==> src/hw/rtl/tds_pkg.sv <==
`timescale 1ns / 1ps
// Shared types and constants for the triangular distribution sampler.
// No dependencies.
package tds_pkg;

   localparam int RANDOM_BITS_DEF = 16;
   localparam int QUEUE_DEPTH_DEF = 4;
   localparam int TIME_W          = 32;
   localparam int IN_W            = 16;
   localparam int CSR_AW          = 4;

   localparam logic [CSR_AW-1:0] ADDR_MIN  = 4'h0;
   localparam logic [CSR_AW-1:0] ADDR_MAX  = 4'h4;
   localparam logic [CSR_AW-1:0] ADDR_MODE = 4'h8;

   typedef struct packed {
      logic [TIME_W-1:0] min_time;
      logic [TIME_W-1:0] max_time;
      logic [TIME_W-1:0] mode_time;
   } tds_cfg_type;

   // Classified request: bounds and spans with the mode already clamped.
   typedef struct packed {
      logic [IN_W-1:0]   u;
      logic [TIME_W-1:0] a;
      logic [TIME_W-1:0] b;
      logic [TIME_W-1:0] span;
      logic [TIME_W-1:0] lspan;
      logic [TIME_W-1:0] rspan;
      logic              empty;
   } tds_item_type;

   typedef struct packed {
      logic       full;
      logic       empty;
      logic [7:0] count;
   } tds_qstat_type;

endpackage

==> src/hw/rtl/tds_if.sv <==
`timescale 1ns / 1ps
// Valid/ready channel interfaces for request and response.
// Depends on nothing.
interface tds_req_if;
   logic        valid;
   logic        ready;
   logic [15:0] uniform_fraction;
   modport source (output valid, output uniform_fraction, input ready);
   modport sink (input valid, input uniform_fraction, output ready);
endinterface


==> src/hw/rtl/tds_front.sv <==
`timescale 1ns / 1ps
// Front end: accepts requests, clamps the mode and forms the spans.
// Depends on tds_pkg and tds_if.
module tds_front #(
   parameter int RANDOM_BITS = tds_pkg::RANDOM_BITS_DEF
) (
   input  logic                 clock,
   input  logic                 reset,
   input  tds_pkg::tds_cfg_type cfg,
   tds_req_if.sink              req_chan,
   output tds_pkg::tds_item_type item,
   output logic                 item_valid,
   input  logic                 item_ready
);
   import tds_pkg::*;

   localparam logic [IN_W-1:0] U_MASK = (RANDOM_BITS >= IN_W) ? {IN_W{1'b1}} :
      IN_W'((33'd1 << RANDOM_BITS) - 33'd1);

   logic         fv_ff;
   tds_item_type item_ff, item_in;
   logic         take;
   logic [TIME_W-1:0] c;

   assign req_chan.ready = !fv_ff || item_ready;
   assign take = req_chan.valid && req_chan.ready;

   always_comb begin
      if (cfg.mode_time < cfg.min_time) c = cfg.min_time;
      else if (cfg.mode_time > cfg.max_time) c = cfg.max_time;
      else c = cfg.mode_time;
      item_in.u     = req_chan.uniform_fraction & U_MASK;
      item_in.a     = cfg.min_time;
      item_in.b     = cfg.max_time;
      item_in.span  = cfg.max_time - cfg.min_time;
      item_in.lspan = c - cfg.min_time;
      item_in.rspan = cfg.max_time - c;
      item_in.empty = cfg.max_time <= cfg.min_time;
   end

   always_ff @(posedge clock) begin
      if (reset) begin
         fv_ff <= 1'b0;
      end else if (req_chan.ready) begin
         fv_ff <= req_chan.valid;
      end
      if (take) item_ff <= item_in;
   end

   assign item = item_ff;
   assign item_valid = fv_ff;
endmodule

==> src/flat_wrapper.sv <==
// flat-port wrapper written by rule: the top's interface ports become plain ports
module tds_front_flat import tds_pkg::*;
#(
   parameter int RANDOM_BITS = tds_pkg::RANDOM_BITS_DEF
)
  (clock, reset, cfg, item, item_valid, item_ready, req_chan_valid, req_chan_uniform_fraction, req_chan_ready);
  tds_req_if req_chan_i ();
  input  logic clock;
  input  logic reset;
  input  tds_pkg::tds_cfg_type cfg;
  output tds_pkg::tds_item_type item;
  output logic item_valid;
  input  logic item_ready;
  input wire logic [$bits(req_chan_i.valid)-1:0] req_chan_valid;
  input wire logic [$bits(req_chan_i.uniform_fraction)-1:0] req_chan_uniform_fraction;
  output wire logic [$bits(req_chan_i.ready)-1:0] req_chan_ready;
  assign req_chan_i.valid = req_chan_valid;
  assign req_chan_i.uniform_fraction = req_chan_uniform_fraction;
  assign req_chan_ready = req_chan_i.ready;
  tds_front #(.RANDOM_BITS(RANDOM_BITS)) u_core (.clock(clock), .reset(reset), .cfg(cfg), .req_chan(req_chan_i), .item(item), .item_valid(item_valid), .item_ready(item_ready));
endmodule
==> config.mk <==
export PLATFORM = sky130hd
export DESIGN_NAME = tds_front_flat
export DESIGN_NICKNAME = d
export VERILOG_FILES = /design/src/hw/rtl/tds_pkg.sv /design/src/hw/rtl/tds_if.sv /design/src/hw/rtl/tds_front.sv /design/src/flat_wrapper.sv
export SDC_FILE = /design/constraint.sdc
export NUM_CORES = 1
export LEC_CHECK = 0
export CORE_MARGIN = 3
export CORE_UTILIZATION = 55
export CTS_CLUSTER_DIAMETER = 60
export DETAILED_ROUTE_END_ITERATION = 8
export DONT_BUFFER_PORTS = 1
export PLACE_DENSITY = 0.7
export SKIP_CTS_REPAIR_TIMING = 1
export SYNTH_ARGS = -nofsm -noshare
export SYNTH_HDL_FRONTEND = slang
export SYNTH_SLANG_ARGS = --single-unit
==> constraint.sdc <==
create_clock -name clock -period 6 [get_ports clock]
set_input_delay 0.9 -clock clock [delete_from_list [all_inputs] [get_ports clock]]
set_output_delay 0.9 -clock clock [all_outputs]
set_load 0.01 [all_outputs]
## After elaboration in Yosys (flattened, before gate mapping)

Cells that the tools add are included.

- Input port bits: 116
- Flip-flop bits (word level): 178
- Output and inout port bits: 179
- Logic and storage cells: 19

- Magnitude comparators: 3
- Multiplexer cells: 2
- Add/sub/neg operators: 3
- Reduce and logical (&&, ||, !) cells: 3

Operators with widths:

| cell | count |
|---|---|
| $sub A32 B32 Y32 | 3 |
| $mux W32 | 2 |
| $gt A32 B32 Y1 | 1 |
| $le A32 B32 Y1 | 1 |
| $lt A32 B32 Y1 | 1 |
| $logic_and A1 B1 Y1 | 1 |
| $logic_not A1 Y1 | 1 |
| $logic_or A1 B1 Y1 | 1 |

## Depth between registers and ports, before layout

- Depth after elaboration: 4
- Mapped depth: 27
- Gate-level depth less buffers: 25

## Worst setup path before layout

No wires, ideal clock.

- Path kind: input-to-reg
- From: input item_ready
- To: register u_core.item_ff (netlist bit u_core.item[0]) (enable)
- Arrival time: 5162 ps
- Setup slack: 279 ps
- Library setup time: 559 ps
- Buffers on the path: 0
- Stages on the path: 2
- Required time: 5441 ps
- Path through: nand2b_1 > and2_1

- Longest elaborated chain between the ends: 2

RTL lines:

| what | RTL line | RTL |
|---|---|---|
| from (decl) | flat_wrapper.sv:13 | `input logic item_ready;` |
| $logic_or A1 B1 Y1 | tds_front.sv:25 | `assign req_chan.ready = !fv_ff \|\| item_ready;` |
| $logic_and A1 B1 Y1 | tds_front.sv:26 | `assign take = req_chan.valid && req_chan.ready;` |
| via u_core.take | tds_front.sv:22 | `logic take;` |
| to (signal assigned) | tds_front.sv:47 | `if (take) item_ff <= item_in;` |
| to (decl) | tds_front.sv:21 | `tds_item_type item_ff, item_in;` |

The timed path passes the listed nets, and every way through them passes these cells.
A chain may end at the register's enable or synchronous reset.

==> impl_metrics.ini <==
[clocking]
numClockSinks = 178
cts_buffers = 17
clock_latency_ns = 0.44
cts_max_level = 4
cts-root-buf = clkbuf_16
clockBufferDepth = 2
path_clk_slew_ns = 0.07
tritoncts = yes

[global_routing]
grt_max_degree = 178
antenna_found_initial = 0
grt_pass1_vias = 8562
grt_usage = 0.255
gr-total-overflow = 0
grt_pass1_wl_um = 47400

[detailed_routing]
drt_pass1_iterations = 6
vias_per_cell = 6.02
ant_nets = 0
vias = 9006
drt-total-wl_um = 30800
drc = 0
avgRoutedWirePerCell_um = 20.6
drt-initial-drc-count = 551

[yosys]
yosysMostFrequentCell = edfxtp_1
syn_inst = 1149
ys_types = 74
synthAdderAreaFrac = 0.167
synth_top_family_by_area = compound AO/OA/AOI/OAI gates
synthMuxAreaShare = 0.0264
synth_top_cell_area_share = 0.438
synthTopCellsByArea = edfxtp_1 (44%), ha_1 (16%), a21oi_1 (4.9%), inv_1 (3.7%), xnor2_1 (3.5%)
synth_edf_count = 177
synth_top_area_cell = edfxtp_1
syn_area_per_cell_um2 = 10.6
synth_xor_area_frac = 0.0541
synth-compound-area-share = 0.170
netlist_area_mm2 = 0.0121
synth_common_cells = edfxtp_1 (177), ha_1 (157), a21oi_1 (119), inv_1 (118), nor2_1 (81)
ys_ff_latch = 178
synthesis.nets = 1425
synth_seq_area_share = 0.440
synthSimpleGateAreaFrac = 0.101
async_flop_share = 0
synthFlopType = edfxtp_1
ys_warn_count = 0

[timing]
slew_headroom = 0.385
clock_skew_ns = 0.00932
worst_slew_pin_slew_ns = 0.922
hold_violations = 0
fin_crit_sh = 0.966
max_freq_mhz = 173
period_minus_slack_ns = 5.79
setup_viol = 0
rsz0062_at_grt = no
fin_ws_ns = 0.206
slew_violations = 0

[setup_path]
crit_arrival_ns = 5.97
worstPathRequired_ns = 6.18
r2r_cells = 3
cp-end-kind = flop
worst-setup-path-type = primary input to flop
cp_max_fo = 9
critPathLaunchType = primary input

[placed_design]
dp_hpwl_um = 24300
io_buffers = 0
place_area_mm2 = 0.0129
dp_slack_ns = -0.278
gp_congestion = 0.934

[power]
pwr_density_cell_mw_per_mm2 = 307
p_leak_uw = 0.00590
peakVddDrop_v = 0.000188

[floorplanning]
die_x_um = 155
start_util = 0.568
dieHeight_um = 155
die_area_mm2 = 0.0239
num_io_pins = 295
rows = 53
core_area_mm2 = 0.0214

[cells_and_area]
seq_area_mm2 = 0.00534
fin_nets = 1484
fill_cells = 1709
drive_above_1_share = 0.0909
multi_input_area_mm2 = 0.00633
stdcell_area_mm2 = 0.0135
area_delta_synth_final_pct = 11.2
diodes = 0

[run]
max_cap_viol_count = 0

[worst_hold_path]
hold_depth = 1
hp-class = primary input to flop

[status]
outcome = finished, final reports clean
[stage by stage]
stage | util | std cells | setup TNS (ns) | power, µW | hold WS [ns]
detailed placement | 0.603 | 1464 | -0.873 | 3050 | 0.658
finish | 0.632 | 1496 | 0 | 4150 | 0.523
floorplan | - | 1149 | 0 | 2670 | 0.593
global placement | 0.603 | 1464 | -0.209 | 3030 | 0.628
global route | 0.632 | 1496 | 0 | 4370 | 0.509
CTS | 0.631 | 1496 | 0 | 4150 | 0.505
[kinds of logic after synthesis]
kind of cell | count (synthesis)
simple gates | 250
compound gates | 319
fa+ha+maj | 160
xor+xnor | 75
mux | 32
flops | 178
buf+inv | 135
[cell type report]
| type | count | area share |
|---|---|---|
| multi-input combinational | 836 | 0.469 |
| sequential | 178 | 0.395 |
| timing repair buffer | 57 | 0.0338 |
| inverter | 118 | 0.0328 |
| clock buffer | 18 | 0.0325 |
| tap | 275 | 0.0255 |
| clock inverter | 14 | 0.0109 |
[report_power, final]
| group | switching [µW] | total, µW | internal (µW) |
|---|---|---|---|
| Clock | 538 | 1100 | 563 |
| Combinational | 727 | 1280 | 550 |
| Sequential | 150 | 1770 | 1620 |
| Total | 1420 | 4150 | 2730 |
[registers in the layout, indices dropped and copies added (netlist names)]
signal / cells
u_core.item_valid: 1
u_core.item: 177
[worst max-delay path: stages]
cell	delay, ns
inv_1	0.02
ha_1	0.29
a21o_1	0.19
a221o_1	0.33
a221oi_1	0.32
o21ai_1	0.21
o22ai_2	0.25
a21oi_4	0.08
buf_4	0.23
mux2i_1	0.12
a21oi_1	0.21
inv_1	0.07
ha_1	0.31
a21o_1	0.19
or3_1	0.33
o22a_4	0.21
a221o_1	0.38
a41o_1	0.33
o221ai_2	0.16
or3b_1	0.43
a211oi_2	0.26
xnor2_1	0.14
[metal layers]
metal / track usage / share of wire
met1: 0.338 / 0.43
met2: 0.407 / 0.47
met3: 0.0862 / 0.093
met4: 0.0606 / 0.013
met5: 0 / 0
[cell usage in the layout (no fill, tap or decap), types with 3 or more instances in the layout]
| cell type | netlist | layout |
|---|---|---|
| xor2_1 | 26 | 26 |
| o211ai_1 | 4 | 4 |
| a31oi_1 | 8 | 8 |
| and3_1 | 15 | 15 |
| fa_1 | 3 | 3 |
| a211o_1 | 3 | 3 |
| inv_1 | 118 | 118 |
| ha_1 | 157 | 157 |
| o21ai_0 | 44 | 44 |
| inv_8 | 0 | 3 |
| xnor2_1 | 49 | 49 |
| a21o_1 | 46 | 46 |
| clkinvlp_4 | 0 | 4 |
| nor2b_1 | 11 | 11 |
| a21oi_1 | 119 | 116 |
| buf_4 | 1 | 54 |
| nand3_1 | 29 | 29 |
| o21ai_1 | 5 | 5 |
| nand2_1 | 51 | 51 |
| edfxtp_1 | 177 | 177 |
| nor3_1 | 9 | 9 |
| o221ai_1 | 3 | 3 |
| clkinv_8 | 0 | 3 |
| clkbuf_16 | 0 | 17 |
| and4_1 | 6 | 6 |
| a211oi_1 | 13 | 12 |
| nor2_1 | 81 | 80 |
| mux2i_1 | 32 | 32 |
| or3_1 | 5 | 5 |
| nand4_1 | 15 | 15 |
| nand2b_1 | 11 | 11 |
| and2_1 | 5 | 4 |
| a221oi_1 | 3 | 3 |
| o21a_1 | 16 | 16 |
| o21bai_1 | 15 | 15 |
| o2111ai_1 | 4 | 4 |
[final timing paths]
kind	slack [ns]	start	end
max reg2reg	4.17	u_core.item_valid	u_core.item[102]
min reg2reg	0.65	u_core.item_valid	u_core.item_valid
max	0.21	cfg[57]	u_core.item[32]
min	0.52	reset	u_core.item_valid
No activity file was read; power rests on OpenSTA's default activity.
