$ cat src/hw/rtl/tds_pkg.sv
`timescale 1ns / 1ps
// Shared types and constants for the triangular distribution sampler.
// No dependencies.
package tds_pkg;

   localparam int RANDOM_BITS_DEF = 16;
   localparam int QUEUE_DEPTH_DEF = 4;
   localparam int TIME_W          = 32;
   localparam int IN_W            = 16;
   localparam int CSR_AW          = 4;

   localparam logic [CSR_AW-1:0] ADDR_MIN  = 4'h0;
   localparam logic [CSR_AW-1:0] ADDR_MAX  = 4'h4;
   localparam logic [CSR_AW-1:0] ADDR_MODE = 4'h8;

   typedef struct packed {
      logic [TIME_W-1:0] min_time;
      logic [TIME_W-1:0] max_time;
      logic [TIME_W-1:0] mode_time;
   } tds_cfg_type;

   // Classified request: bounds and spans with the mode already clamped.
   typedef struct packed {
      logic [IN_W-1:0]   u;
      logic [TIME_W-1:0] a;
      logic [TIME_W-1:0] b;
      logic [TIME_W-1:0] span;
      logic [TIME_W-1:0] lspan;
      logic [TIME_W-1:0] rspan;
      logic              empty;
   } tds_item_type;

   typedef struct packed {
      logic       full;
      logic       empty;
      logic [7:0] count;
   } tds_qstat_type;

endpackage

$ cat src/hw/rtl/tds_queue.sv
`timescale 1ns / 1ps
// Small request queue between front and back ends.
// Depends on tds_pkg.
module tds_queue #(
   parameter int QUEUE_DEPTH = tds_pkg::QUEUE_DEPTH_DEF
) (
   input  logic                  clock,
   input  logic                  reset,
   input  tds_pkg::tds_item_type push_item,
   input  logic                  push_valid,
   output logic                  push_ready,
   output tds_pkg::tds_item_type pop_item,
   output logic                  pop_valid,
   input  logic                  pop_ready,
   output tds_pkg::tds_qstat_type stat
);
   import tds_pkg::*;

   localparam int PW = (QUEUE_DEPTH > 1) ? $clog2(QUEUE_DEPTH) : 1;
   localparam int CW = $clog2(QUEUE_DEPTH + 1);

   tds_item_type     mem_ff [QUEUE_DEPTH];
   logic [PW-1:0]    wr_ff, rd_ff;
   logic [CW-1:0]    count_ff;
   logic             push, pop;

   assign push_ready = count_ff != CW'(QUEUE_DEPTH);
   assign pop_valid  = count_ff != '0;
   assign push = push_valid && push_ready;
   assign pop  = pop_valid && pop_ready;
   assign pop_item = mem_ff[rd_ff];

   always_ff @(posedge clock) begin
      if (reset) begin
         wr_ff <= '0;
         rd_ff <= '0;
         count_ff <= '0;
      end else begin
         if (push) wr_ff <= (wr_ff == PW'(QUEUE_DEPTH - 1)) ? '0 : wr_ff + PW'(1);
         if (pop) rd_ff <= (rd_ff == PW'(QUEUE_DEPTH - 1)) ? '0 : rd_ff + PW'(1);
         if (push && !pop) count_ff <= count_ff + CW'(1);
         else if (pop && !push) count_ff <= count_ff - CW'(1);
      end
      if (push) mem_ff[wr_ff] <= push_item;
   end

   assign stat.full  = !push_ready;
   assign stat.empty = !pop_valid;
   assign stat.count = 8'(count_ff);
endmodule

$ cat config.mk
export PLATFORM = sky130hd
export DESIGN_NAME = tds_queue
export DESIGN_NICKNAME = d
export VERILOG_FILES = /design/src/hw/rtl/tds_pkg.sv /design/src/hw/rtl/tds_queue.sv
export SDC_FILE = /design/constraint.sdc
export NUM_CORES = 1
export LEC_CHECK = 0
export ABC_AREA = 1
export BUFFER_PORTS_ARGS = -buffer_cell sky130_fd_sc_hd__buf_4
export CORE_ASPECT_RATIO = 1.1
export CORE_MARGIN = 10
export CORE_UTILIZATION = 45
export CTS_BUF_LIST = sky130_fd_sc_hd__clkbuf_4 sky130_fd_sc_hd__clkbuf_8
export CTS_CLUSTER_DIAMETER = 50
export DETAILED_ROUTE_END_ITERATION = 12
export PLACE_DENSITY = 0.65
export SETUP_SLACK_MARGIN = 0.3
export SYNTH_ARGS = -nofsm -noshare
export SYNTH_HDL_FRONTEND = slang
export SYNTH_SLANG_ARGS = --single-unit
$ cat constraint.sdc
create_clock -name clock -period 12.1 [get_ports clock]
set_input_delay 2.42 -clock clock [delete_from_list [all_inputs] [get_ports clock]]
set_output_delay 2.42 -clock clock [all_outputs]
set_load 0.02 [all_outputs]
Word-level counts from Yosys, hierarchy flattened
Memory sizes are Yosys's and may differ from the RTL's. A register that Yosys moved wholly into a read port is not among the register bits.
Index checks and enable logic that the tools add are counted.
Widths: inputs -> output; s select.
{"block": "op_classes", "addsub": 4, "n_eq_ne": 3, "mux": 8, "reduce_logical": 10}
{"cell": "$mux 2", "count": 4}
{"cell": "$mux 3", "count": 2}
{"cell": "$add 2x1->2 const B", "count": 2}
{"cell": "$eq 2x2->1 const B", "count": 2}
{"cell": "$logic_and 1x1->1", "count": 4}
{"cell": "$logic_not 1->1", "count": 4}
{"cell": "$add 3x1->3 const B", "count": 1}
{"cell": "$ne 3x3->1 const B", "count": 1}
{"cell": "$reduce_bool 3->1", "count": 1}
{"cell": "$sub 3x1->3 const B", "count": 1}
{"cell": "$mux 1", "count": 2}
{"cell": "$reduce_bool 2->1", "count": 1}
{"block": "totals", "ff_bits": 7, "ram_bits": 708, "input_bits": 181, "out_inout_bits": 189, "word_cells": 29, "mem_count": 1}
{"memory": "mem_ff", "depth": 4, "width": 177, "read_ports": 1, "rd_clocked_by_memory_dff": 1, "wr": 1, "line_no": "tds_queue.sv:22", "text": "tds_item_type mem_ff [QUEUE_DEPTH];"}

Logic depth before layout (Yosys ltp)
Gate-level depths: netlist of the first run.
{"block": "depth", "depth_word": 6, "mapped_depth": 13, "depth_no_buf": 13}

Worst setup path after synthesis of the first run
No wires, ideal clock.
{"block": "synth_path", "path_kind": "in2reg", "from": "input port push_valid", "to": "memory mem_ff[0][0] (netlist name), enable pin", "setup_time_ps": 717, "arrival_ps": 9919, "required_time_ps": 11383, "setup_slack_ps": 1464, "cell_stages": 2, "path_buffers": 0, "cell_sequence": "nand2_1 -> nor2_1"}
{"block": "synth_via", "elab_chain_cells": 3}
{"item": "start, declared", "line_no": "tds_queue.sv:10", "text": "input logic push_valid,"}
{"item": "$logic_and 1x1->1", "line_no": "tds_queue.sv:29", "text": "assign push = push_valid && push_ready;"}
{"item": "$mux 1", "line_no": "tds_queue.sv:44", "text": "if (push) mem_ff[wr_ff] <= push_item;"}
{"item": "$mux 1 (implied by the code)", "line_no": "tds_queue.sv:44"}
{"item": "end, declared", "line_no": "tds_queue.sv:22"}
Every way passes these cells.

==> reports/results.env, run 1 <==
TIMING.SETUP.CRITICAL_PATH_CLASS='reg2out'
HOLD_WS_NS=0.537
SYNTH_FA_HA_AREA_FRAC=0.00358
YOSYSSEQAREASHARE=0.806
PIN_COUNT_OF_THE_BIGGEST_NET_ENTERING_GLOBAL_ROUTING=230
PLACEMENTROWS=93
GRT_PASS1_WL_UM=96600
HP-CLASS='reg2reg'
CTS_TREE='built'
PLACEMENT.SETUP.WORST_SLACK_NS=6.50
WORST-ENDPOINT-ARRIVAL_NS=3.81
DESIGN.CORE.AREA_UM2=58500
SYNTHSIMPLEGATEAREAFRAC=0.0553
MUXSHAREOFSYNTHAREA=0
GLOBAL_ROUTE.OVERFLOW_TOTAL=0
CRIT_SLOWEST_CELL='buf_4'
LAYOUT.CELL_AREA.NON_FILLER_UM2=32000
POST_ROUTE_SETUP_SLACK_NS=5.87
HIGHEST_CLOCK_RATE_GHz=0.161
RSZ0062_AT_GRT='false'
CLOCKBUFFERDEPTH=3
PLACED_CELLS_INCL_TAPS=2814
MAXCAPVIOLATIONS=0
CTSHTREEMAXLEVEL=3
DRT-TOTAL-WL_UM=64300
LAYOUT_WORST_PATH_CYCLE_SHARE=0.514
CP_SLOWEST_STAGE_DELAY_NS=0.86
CRIT_TOP_CELL='buf_4'
MOSTFREQUENTLAYOUTCELL='edfxtp_1'
WORSTPATHMAXFANOUT=229
INSERTION_DELAY_NS=0.73
FIN_CRIT_NS=6.23
POSTCTSHOLDBUFS=0
SYNTH_XOR_XNOR_AREA_SHARE=0.000329
SYNTHDISTINCTLIBCELLS=22
ROUTE.ANTENNA.REMAINING_NETS=0
CTS.REPAIR.RESIZED=0
AREA_OF_THE_DIE_UM2=69200
CTS_ROOT_BUF='clkbuf_8'
FIRST_GLOBAL_VIAS=16600
DRT_ITER0_MARKERS=1123
COMBPWRFRAC=0.323
SLEW_VIOLATIONS=0
CP-START-KIND='flip-flop'
SEQPWRFRAC=0.417
DIE_H_UM=275
POWER.LEAKAGE_nW=11.2
TIMING.HOLD.WORST_PATH_DEPTH=2
SYNTH_COMPOUND_GATE_AREA_SHARE=0.109
POST-CTS-SETUP-BUFFERS=0
POWER_SWITCHING_mW=2.59
SYN_AREA_PER_CELL_UM2=14.9
FLOORPLAN.DIE.WIDTH_UM=252
FINCLKSKEW_NS=0.0318
GP_CONGESTION=0.753
BOUNDARYPINS=370
SYN_INST=1788
NUMBER_OF_ANTENNA_VIOLATIONS_AT_THE_FIRST_CHECK_IN_GLOBAL_ROUTING=7
POST-ROUTE-UTIL=0.547
RR_WORST_DEPTH=6
SYNTH_WARNINGS=0
CTS-BUFFERS-INSERTED=112
SYNTH.FF_LATCH_COUNT=717
POWER_DENSITY_nW_PER_UM2=233
TIMING_WORST_SLEW_PIN_VALUE_NS=1.15
LARGEST_VOLTAGE_DROP_ON_THE_VDD_NET_V=0.000271
PLACED_INSTANCE_AREA_UM2=29900
SETUP_TOTAL_NEGATIVE_SLACK_NS=0
INITIAL_UTILIZATION=0.454
DR.PASS1.ITERS=5
REPORT.POWER.TOTAL_mW=7.48
DRC=0
DETAILEDPLACEMENTHPWL_UM=37100
CP_CELL_SEQUENCE='buf_12 > buf_4 > o21ai_0 > o22ai_1 > buf_4'
FLOW.AREA_GROWTH_FROM_SYNTHESIS_PCT=20.5
TIMING.SLEW.HEADROOM=0.230
FINAL.FILL_COUNT=4739
DRT-WIRELENGTH-PER-CELL_UM=21.4
POWER_SWITCHING_SHARE=0.347
TIMING.CRITICAL_PATH.TO_TYPE='primary output'
TIMING.CRITICAL_PATH.DEPTH=5
POWER.SHARE.CLOCK=0.260
CRIT_BUF_INV=3
DESIGN.FINAL.NETS=2356
SYNTH_AREA_UM2=26600
CLK_PIN_SLEW_NS=0.06
LARGEST_FAMILY_OF_LOGIC_CELLS_BY_SYNTHESIZED_AREA='compound AO/OA/AOI/OAI gates'
CLOCK-SINKS=717
VIAS_PER_CELL=5.39
POWER_REPORT.INTERNAL_TOTAL_mW=4.88
FINAL_CELLS=3012
RUN_STATUS='completed'
GLOBAL_ROUTE.USAGE.TOTAL=0.181
CRIT_REQUIRED_NS=9.68
LAYOUT.CELLS.MOST_COMMON_LIST='edfxtp_1 (708), buf_4 (382), nor2_1 (367)'
LAYOUT-DRIVE-GT1-SHARE=0.253
FINAL_REPORT_HOLD_VIOLATION_COUNT=0
FINALSETUPVIOLCOUNT=0
VIA_COUNT=16200
CRITPATHTOPFAMILY='buffers and inverters'
PORTBUFFERS=364
==> worst register-to-register path, cell delays in order (launching register included) <==
cell and delay [ns]:
dfxtp_1 0.41, nor2_1 0.08, nand2_1 0.14, nand2_1 0.29, nor2_4 0.82, buf_4 0.71, buf_4 0.79
==> sequential cells by signal (all words and copies together) (netlist names), named ones only <==
register,cells
count_ff,3
mem_ff,708
rd_ff,2
wr_ff,2
==> cells in the mapped netlist <==
| cell type | count | area (um2) |
|---|---|---|
| a21oi_1 | 2 | 10.0 |
| buf_2 | 13 | 65.1 |
| buf_4 | 7 | 52.6 |
| buf_6 | 15 | 169 |
| clkbuf_1 | 84 | 315 |
| clkbuf_2 | 2 | 10.0 |
| conb_1 | 1 | 3.75 |
| dfxtp_1 | 9 | 180 |
| edfxtp_1 | 708 | 21300 |
| fa_1 | 1 | 20.0 |
| ha_1 | 6 | 75.1 |
| inv_1 | 16 | 60.1 |
| inv_2 | 2 | 7.51 |
| nand2_1 | 14 | 52.6 |
| nand3_1 | 1 | 5.00 |
| nand3b_1 | 2 | 15.0 |
| nand4_1 | 1 | 6.26 |
| nor2_1 | 371 | 1390 |
| o21ai_0 | 352 | 1760 |
| o21ai_1 | 3 | 15.0 |
| o22ai_1 | 177 | 1110 |
| xor2_1 | 1 | 8.76 |
==> path summary, 6_finish.rpt <==
check,from,end,slack (ns)
setup / recovery,flip-flop,pop_item[114],5.87
hold / removal,rd_ff[1],rd_ff[1],0.54
setup reg to reg,count_ff[0],mem_ff[0][49],8.40
hold reg to reg,rd_ff[1],rd_ff[1],0.54
==> power groups by stage <==
| stage | logic [mW] | registers (mW) | clock network, mW |
|---|---|---|---|
| after detailed placement | 2.45 | 3.17 | 0 |
| final | 2.42 | 3.12 | 1.94 |
| after floorplan | 1.41 | 3.20 | 0 |
| after global routing | 2.61 | 3.14 | 2.11 |
| after global placement | 2.42 | 3.16 | 0 |
| after CTS | 2.46 | 3.12 | 2.00 |
==> cells by family after synthesis <==
logic type | count (synthesis)
compound gates | 534
xor+xnor | 1
flops | 717
other cells | 1
buf+inv | 139
fa+ha+maj | 7
simple gates | 389
==> cell type report <==
| class | instances | area, um2 | share of cell area |
|---|---|---|---|
| timing repair buffer | 383 | 2890 | 0.0901 |
| sequential | 717 | 21400 | 0.670 |
| inverter | 18 | 77.6 | 0.00242 |
| clock inverter | 34 | 226 | 0.00707 |
| multi-input combinational | 936 | 4520 | 0.141 |
| antenna | 4 | 10.0 | 0.000312 |
| clock buffer | 160 | 1910 | 0.0598 |
| tap | 760 | 951 | 0.0297 |
==> per-layer routing <==
metal | GRT usage | part of all wire | wire length [um] | up-vias
li1 | - | - | - | 7512
met1 | 0.218 | 0.40 | 25700 | 8061
met2 | 0.301 | 0.50 | 31900 | 521
met3 | 0.0524 | 0.076 | 4910 | 118
met4 | 0.0743 | 0.027 | 1740 | 8
met5 | 0 | 0.0010 | 66 | -
No activity file was read; power rests on OpenSTA's default activity.
==> inputs of run 2 (changes only) <==
--- a/config.mk
+++ b/config.mk
@@ -13,7 +13,7 @@
 export CTS_BUF_LIST = sky130_fd_sc_hd__clkbuf_4 sky130_fd_sc_hd__clkbuf_8
 export CTS_CLUSTER_DIAMETER = 50
 export DETAILED_ROUTE_END_ITERATION = 12
-export PLACE_DENSITY = 0.65
+export PLACE_DENSITY = 0.68
 export SETUP_SLACK_MARGIN = 0.3
 export SYNTH_ARGS = -nofsm -noshare
 export SYNTH_HDL_FRONTEND = slang
==> constraint.sdc (replaced) <==
create_clock -name clock -period 5 [get_ports clock]
set_input_delay 1 -clock clock [delete_from_list [all_inputs] [get_ports clock]]
set_output_delay 1 -clock clock [all_outputs]
set_load 0.02 [all_outputs]
==> run 2 against run 1 <==
Net effect:
- hold slack worse by 0.050 ns
- first-iteration DRC count rose by 9.3%
- critical path depth unchanged
- die area is the same
- utilization rose by 0.46 points
- flip-flop and latch count unchanged
- worst setup slack worse by 4.7 ns
- clock skew down 0.0040 ns
- cell count up 0.56%
- global-route usage is 0.19 points higher
- sequential power increased by 140%
==> reports/results.env, run 2 (synthesized netlist as in run 1, its figures left out) <==
RUN_STATUS='completed'
GRT_PASS1_WL_UM=98500
R2R-START='count_ff[0]'
LARGEST_VOLTAGE_DROP_ON_THE_VDD_NET_V=0.000437
FINALSETUPVIOLCOUNT=0
MOSTFREQUENTLAYOUTCELL='edfxtp_1'
SLEW_VIOLATIONS=0
MULTI_INPUT_COMB_AREA_UM2=4520
POWER_DENSITY_nW_PER_UM2=563
PLACEMENTROWS=93
WORST-ENDPOINT-ARRIVAL_NS=2.79
INSERTION_DELAY_NS=0.67
HIGHEST_CLOCK_RATE_GHz=0.264
CLOCK-SINKS=717
DR.PASS1.ITERS=5
BOUNDARYPINS=370
GLOBAL_ROUTE.USAGE.TOTAL=0.183
MAXCAPVIOLATIONS=0
FINAL.FILL_COUNT=4645
DRT_ITER0_MARKERS=1228
CTS_ROOT_BUF='clkbuf_8'
FF_LATCH_AREA_UM2=21400
NUMBER_OF_ANTENNA_VIOLATIONS_AT_THE_FIRST_CHECK_IN_GLOBAL_ROUTING=7
CTS_TREE='built'
RSZ0062_AT_GRT='false'
TIMING.SLEW.HEADROOM=0.242
WORST_HOLD_STARTPOINT='reset'
DRT-TOTAL-WL_UM=65100
DESIGN.CORE.AREA_UM2=58500
LAYOUT_WORST_PATH_CYCLE_SHARE=0.758
FIN_CRIT_NS=3.79
DRT-WIRELENGTH-PER-CELL_UM=21.5
WORSTPATHMAXFANOUT=151
CTS-BUFFERS-INSERTED=110
POST-ROUTE-UTIL=0.552
PIN_COUNT_OF_THE_BIGGEST_NET_ENTERING_GLOBAL_ROUTING=174
LARGEST_REGISTERS='mem_ff: 708 flops, count_ff: 3 flops'
CTSHTREEMAXLEVEL=3
GLOBAL_ROUTE.OVERFLOW_TOTAL=0
FLOW.AREA_GROWTH_FROM_SYNTHESIS_PCT=21.5
CLK_PIN_SLEW_NS=0.06
POST-CTS-SETUP-BUFFERS=0
VIAS_PER_CELL=5.41
PORTBUFFERS=364
INITIAL_UTILIZATION=0.454
HOLD_WS_NS=0.486
LAYOUT.CELLS.MOST_COMMON_LIST='edfxtp_1 (708), buf_4 (393), nor2_1 (367)'
DIE_H_UM=275
DRC=0
POSTCTSHOLDBUFS=0
DETAILEDPLACEMENTHPWL_UM=38800
ROUTE.ANTENNA.REMAINING_NETS=0
FINAL_REPORT_HOLD_VIOLATION_COUNT=0
VIA_COUNT=16400
REGISTERS.TOP_BY_FF_COUNT='mem_ff'
POWER.LEAKAGE_nW=11.4
TIMING_WORST_SLEW_PIN_VALUE_NS=1.13
AREA_OF_THE_DIE_UM2=69200
LAYOUT-DRIVE-GT1-SHARE=0.261
HP-CLASS='in2reg'
CP-START-KIND='flip-flop'
TIMING.SETUP.CRITICAL_PATH_CLASS='reg2out'
CRIT_REQUIRED_NS=4.00
FLIP_FLOP_COUNT_OF_THE_LARGEST_REGISTER_AFTER_LAYOUT=708
CTS.REPAIR.RESIZED=0
FIRST_GLOBAL_VIAS=16900
TIMING.CRITICAL_PATH.TO_TYPE='primary output'
DESIGN.FINAL.NETS=2375
GP_CONGESTION=0.782
FINCLKSKEW_NS=0.0278
CLOCKBUFFERDEPTH=3
FLOORPLAN.DIE.WIDTH_UM=252
## run 2: cell count changes in the layout (fill, tap and decap cells not counted), moves of 2 or more
| cell | before | now |
|---|---|---|
| clkinv_2 | 8 | 4 |
| clkbuf_4 | 46 | 56 |
| clkinvlp_4 | 3 | 1 |
| clkinv_1 | 17 | 10 |
| buf_12 | 1 | 11 |
| buf_4 | 382 | 393 |
## run 2: stage by stage
stage | setup slack [ns] | power [mW] | setup TNS, ns | instances | cell area (um2)
global placement | 1.91 | 13.6 | 0 | 2835 | 30200
CTS | 1.16 | 18.4 | 0 | 3025 | 32300
detailed placement | 1.86 | 13.7 | 0 | 2835 | 30200
finish | 1.21 | 18.2 | 0 | 3029 | 32300
floorplan | -1.26 | 11.1 | -889.27 | 1792 | 26600
global route | 1.03 | 19.1 | 0 | 3028 | 32300
## run 2: final cells by class
class / count / share of cell area
clock buffer: 169 / 0.0612
sequential: 717 / 0.664
inverter: 18 / 0.00248
timing repair buffer: 404 / 0.0982
antenna: 4 / 0.000310
clock inverter: 21 / 0.00453
tap: 760 / 0.0294
multi-input combinational: 936 / 0.140
## run 2: path summary, 6_finish.rpt
kind / endpoint / slack, ns / cells after the start
setup / recovery: pop_item[117] / 1.21 / 5
hold / removal: count_ff[0] / 0.49 / 2
hold reg to reg: wr_ff[1] / 0.54 / 2
setup reg to reg: mem_ff[3][160] / 2.28 / 5
## run 2: per-layer routing
metal,part of all wire,vias to the layer above,global-route usage,wire [um]
met2,0.51,538,0.312,33400
met1,0.39,8210,0.220,25600
met5,0.00066,-,0,43
met3,0.073,87,0.0520,4760
li1,-,7558,-,-
met4,0.021,6,0.0600,1350
## run 2: where the power goes
| part | internal (mW) | switching (mW) | leakage, nW |
|---|---|---|---|
| clock | 2.55 | 2.12 | 1.14 |
| sequential | 7.32 | 0.156 | 6.56 |
| combinational | 2.01 | 4.02 | 3.65 |
## run 2: critical path, cell delays in order (launching register included)
cell and delay [ns]:
dfxtp_4 0.38, inv_8 0.55, buf_4 0.42, o21ai_0 0.14
o22ai_1 0.30, buf_4 0.21
